===== config.mk =====
export PLATFORM = sky130hd
export DESIGN_NAME = kdll_seq
export DESIGN_NICKNAME = d
export VERILOG_FILES = /design/src/hw/rtl/kdll_pkg.sv /design/src/hw/rtl/kdll_seq.sv
export SDC_FILE = /design/constraint.sdc
export NUM_CORES = 1
export LEC_CHECK = 0
export BUFFER_PORTS_ARGS = -buffer_cell sky130_fd_sc_hd__buf_2
export CAP_MARGIN = 0
export CORE_AREA = 2 2 39 41
export DETAILED_ROUTE_END_ITERATION = 10
export DIE_AREA = 0 0 41 43
export PLACE_DENSITY = 0.52
export SLEW_MARGIN = 20
export SYNTH_ARGS = -nofsm -noshare
export SYNTH_HDL_FRONTEND = slang
export SYNTH_SLANG_ARGS = --single-unit

===== constraint.sdc =====
create_clock -name i_clk -period 2.95 [get_ports i_clk]
set_input_delay 0.59 -clock i_clk [delete_from_list [all_inputs] [get_ports i_clk]]
set_output_delay 0.59 -clock i_clk [all_outputs]
set_load 0.05 [all_outputs]

===== src/hw/rtl/kdll_pkg.sv =====
package kdll_pkg;

    localparam int KEYS  = 1024;
    localparam int KEY_W = $clog2(KEYS);

    localparam logic [KEY_W-1:0] HEAD_KEY = '0;
    localparam logic [KEY_W-1:0] TAIL_KEY = KEY_W'(KEYS - 1);

    localparam logic [2:0] K_ADDLAST   = 3'd0;
    localparam logic [2:0] K_ADDFIRST  = 3'd1;
    localparam logic [2:0] K_ADDAFTER  = 3'd2;
    localparam logic [2:0] K_ADDBEFORE = 3'd3;
    localparam logic [2:0] K_REMOVE    = 3'd4;
    localparam logic [2:0] K_REVERSE   = 3'd5;
    localparam logic [2:0] K_READ      = 3'd6;

    localparam logic [1:0] ST_APPLIED  = 2'd0;
    localparam logic [1:0] ST_IGNORED  = 2'd1;
    localparam logic [1:0] ST_REJECTED = 2'd2;

    typedef struct packed {
        logic [2:0]       kind;
        logic [KEY_W-1:0] key;
        logic [KEY_W-1:0] anchor;
    } t_in;

    typedef struct packed {
        logic [1:0]       status;
        logic [KEY_W-1:0] successor;
    } t_out;

    typedef enum logic [2:0] {
        S_FETCH,
        S_DECIDE,
        S_OUTER,
        S_SELF,
        S_CLEAR
    } t_step;

    typedef enum logic [1:0] {
        W_NONE,
        W_OUTER,
        W_SELF,
        W_CLEAR
    } t_wsel;

    typedef enum logic [2:0] {
        C_ALWAYS,
        C_TAKE,
        C_SKIP,
        C_REMOVE,
        C_CLR_LAST
    } t_cond;

    typedef struct packed {
        logic  fetch;
        logic  decide;
        t_wsel wsel;
        t_cond cond;
        t_step tgt_t;
        t_step tgt_f;
    } t_uop;

    typedef struct packed {
        logic take;
        logic skip;
        logic remove;
        logic clr_last;
    } t_flags;

    // control store
    function automatic t_uop ucode(t_step pc);
        t_uop u;
        u.fetch  = 1'b0;
        u.decide = 1'b0;
        u.wsel   = W_NONE;
        u.cond   = C_ALWAYS;
        u.tgt_t  = S_FETCH;
        u.tgt_f  = S_FETCH;
        unique case (pc)
            S_FETCH: begin
                u.fetch = 1'b1;
                u.cond  = C_TAKE;
                u.tgt_t = S_DECIDE;
                u.tgt_f = S_FETCH;
            end
            S_DECIDE: begin
                u.decide = 1'b1;
                u.cond   = C_SKIP;
                u.tgt_t  = S_FETCH;
                u.tgt_f  = S_OUTER;
            end
            S_OUTER: begin
                u.wsel  = W_OUTER;
                u.cond  = C_REMOVE;
                u.tgt_t = S_FETCH;
                u.tgt_f = S_SELF;
            end
            S_SELF: begin
                u.wsel  = W_SELF;
                u.cond  = C_ALWAYS;
                u.tgt_t = S_FETCH;
                u.tgt_f = S_FETCH;
            end
            S_CLEAR: begin
                u.wsel  = W_CLEAR;
                u.cond  = C_CLR_LAST;
                u.tgt_t = S_FETCH;
                u.tgt_f = S_CLEAR;
            end
            default: begin
                u.cond  = C_ALWAYS;
                u.tgt_t = S_FETCH;
            end
        endcase
        return u;
    endfunction

endpackage


===== src/hw/rtl/kdll_seq.sv =====
module kdll_seq import kdll_pkg::*; (
    input  logic   i_clk,
    input  logic   i_rst_n,
    input  t_flags i_flags,
    output t_uop   o_uop
);

    t_step r_pc;
    t_step n_pc;
    t_uop  uop;
    logic  hit;

    assign uop   = ucode(r_pc);
    assign o_uop = uop;

    always_comb begin
        unique case (uop.cond)
            C_ALWAYS:   hit = 1'b1;
            C_TAKE:     hit = i_flags.take;
            C_SKIP:     hit = i_flags.skip;
            C_REMOVE:   hit = i_flags.remove;
            C_CLR_LAST: hit = i_flags.clr_last;
            default:    hit = 1'b1;
        endcase
        n_pc = hit ? uop.tgt_t : uop.tgt_f;
    end

    always_ff @(posedge i_clk) begin
        if (!i_rst_n) begin
            r_pc <= S_CLEAR;
        end else begin
            r_pc <= n_pc;
        end
    end

endmodule


==> metrics <==
worst path required time=2.36 ns; clk_skew=0.00117 ns; Core ar.=0.00138 mm2; Final HPWL DP=398 um; largest net degree at the start of global routing=12; DRT antenna net count=0; TritonCTS Buffers=3; Worst path slowest cell=dfxtp_1; initial antenna violation count=0; mean post-synth cell area=8.17 um2; DR WL/cell=8.61 um; sw frac=41.3%; Hold WC Path Type=in -> reg; Gates resized, CTS repair=0; Yosys warnings=0; Final Util=24.0%; PD cells=552 mW/mm2; maxcap violations=0; top flop regs=r_pc: 3 flops; Seq/Total Area, Yosys=23.0%; Hold WS=0.539 ns; P&R area growth vs syn=26.8%; drt first pass iters=1; # nets final=53; nature of the critical path startpoint=flip-flop; crit path cell chain=or3b_1, o21ai_0, buf_2; first-pass GRT wire length=793 um; Max stage delay on crit path=0.48 ns; # rows=14; Seq pwr share=25.4%; Comb power frac=35.1%; initial core utilization=18.9%; P_sw=0.0755 mW; number of vias per cell=3.82; layout cells sized above 1=45.7%; final hold viol count=0; crit path max fanout=9; CTS H-tree depth=1; r2r startpoint=r_pc[2]; Reg with most FFs=r_pc; Peak VDD IR=0.307 mV; via count=237; Setup Crit Path Kind=reg -> out; Int Power=0.107 mW; ant diodes=0; LEAKAGE=0.171 nW; Critical Path Start=r_pc[2]; worst-case reg-to-reg path depth=2; unique cell type count in the Yosys netlist=19; Clk pwr share=39.4%; Worst Hold Path Cells=2; min-delay src=i_flags[0]; CTS tree=done; Tmin final=2.11 ns; FF+latch count, synth=3; max FFs per register=3; CTS Hold Buffers Added=0; Top-Level Pins=19; Post-Synthesis Cells=32; clock tree buffer depth=2; initial DRC count=0; PortBufs=16; status=finished, final reports clean; die area=0.00176 mm2; number of global-route vias before repair=186; r2r setup slk=1.85 ns; routability congestion estimate=0.641; FMAX=475 MHz; Min-Delay Endpoint=r_pc[2]; Routed WL=534 um; RSZ-0062 raised after global routing=false; Tcrit/Tclk final=71.4%; R2R Path End=r_pc[2]; Critical Path AT=1.52 ns; # DRC=0; final-report setup violation count=0; GRT overflow=0; Slew Viols, Final=0; crit path capture type=output port; Fin Setup TNS=0 ns; CTS sink count=3; Die W=41 um; GRT Total Usage=7.22%; synthesized area=262 um2; Clock Latency Late Sink=0.23 ns; Worst-path clk slew=0.04 ns; Root Buffer Master=clkbuf_4; postcts setup bufs=0; chip height=43 um
[worst max-delay path, delay by kind of cell (launching register included)]
family,cells,cell delay [ns]
AOI/OAI and AO/OA,1,0.09
DFF,1,0.48
buffers and inverters,1,0.28
and+or+nand+nor,1,0.44
[cells in the final DEF (no fill, tap or decap), drive strengths merged]
cell    Yosys  layout
nor3        1       1
or3b        3       3
nor3b       1       1
clkbuf      0       4
inv         1       1
nor2b       1       1
buf         7      16
nand2       1       1
conb        1       2
and2        1       1
o21ai       2       2
dfxtp       3       3
nor2        4       4
o211a       1       1
xnor2       2       2
and2b       1       1
a21oi       1       1
nand2b      1       1
[logic make-up after synthesis]
group	synth area share, %
buffers and inverters	24.4
other	1.43
xor gates and xnor gates	6.70
AOI/OAI and AO/OA	12.4
and+or+nand+nor	32.1
DFF	23.0
[cells in the mapped netlist]
cell	n	area (um2)
a21oi_2	1	8.76
and2_1	1	6.26
and2b_1	1	7.51
buf_4	5	37.5
buf_6	2	22.5
conb_1	1	3.75
dfxtp_1	3	60.1
inv_1	1	3.75
nand2_1	1	3.75
nand2b_1	1	6.26
nor2_1	4	15.0
nor2b_1	1	6.26
nor3_1	1	5.00
nor3b_1	1	7.51
o211a_1	1	10.0
o21ai_0	1	5.00
o21ai_2	1	8.76
or3b_1	3	26.3
xnor2_1	2	17.5
[final cells by class]
type	count	area, um2
fillers	160	1050
repair buffers	16	80.1
well taps	16	20.0
clock buffers	4	26.3
flip-flops and latches	3	60.1
multi-input cells	22	141
inverters	1	3.75
[power groups by stage]
stage                     Combinational (mW)  Sequential (mW)  Clock (mW)
after floorplan                       0.0620           0.0436           0
after global placement                0.0650           0.0466           0
after detailed placement              0.0648           0.0469           0
after CTS                             0.0649           0.0464      0.0762
after global routing                  0.0686           0.0467      0.0803
final                                 0.0643           0.0465      0.0721
[metal layers]
layer  vias up  GRT usage [%]  routed length, um
met5         -              0                  0
met4         0           2.00                  0
met3         0           8.38                 90
met2        16           8.44                200
met1        98           8.33                242
li1        123              -                  -
[through the flow]
step / cell area, um2 / worst slack [ns] / instances / power [mW]
6_report: 332 / 0.845 / 62 / 0.183
2_1_floorplan: 265 / 0.431 / 33 / 0.106
5_1_grt: 332 / 0.770 / 62 / 0.196
4_1_cts: 332 / 0.839 / 62 / 0.188
3_3_place_gp: 305 / 1.15 / 58 / 0.112
3_5_place_dp: 305 / 1.11 / 58 / 0.112
[worst max-delay path by stage]
stage	slack, ns	cells past startpoint	end
2_1_floorplan	0.43	3	o_uop[12]
3_3_place_gp	1.15	3	o_uop[10]
3_5_place_dp	1.11	3	o_uop[10]
4_1_cts	0.84	3	o_uop[10]
5_1_grt	0.77	3	o_uop[10]
6_report	0.84	3	o_uop[10]
(Power assumes the default switching activity.)
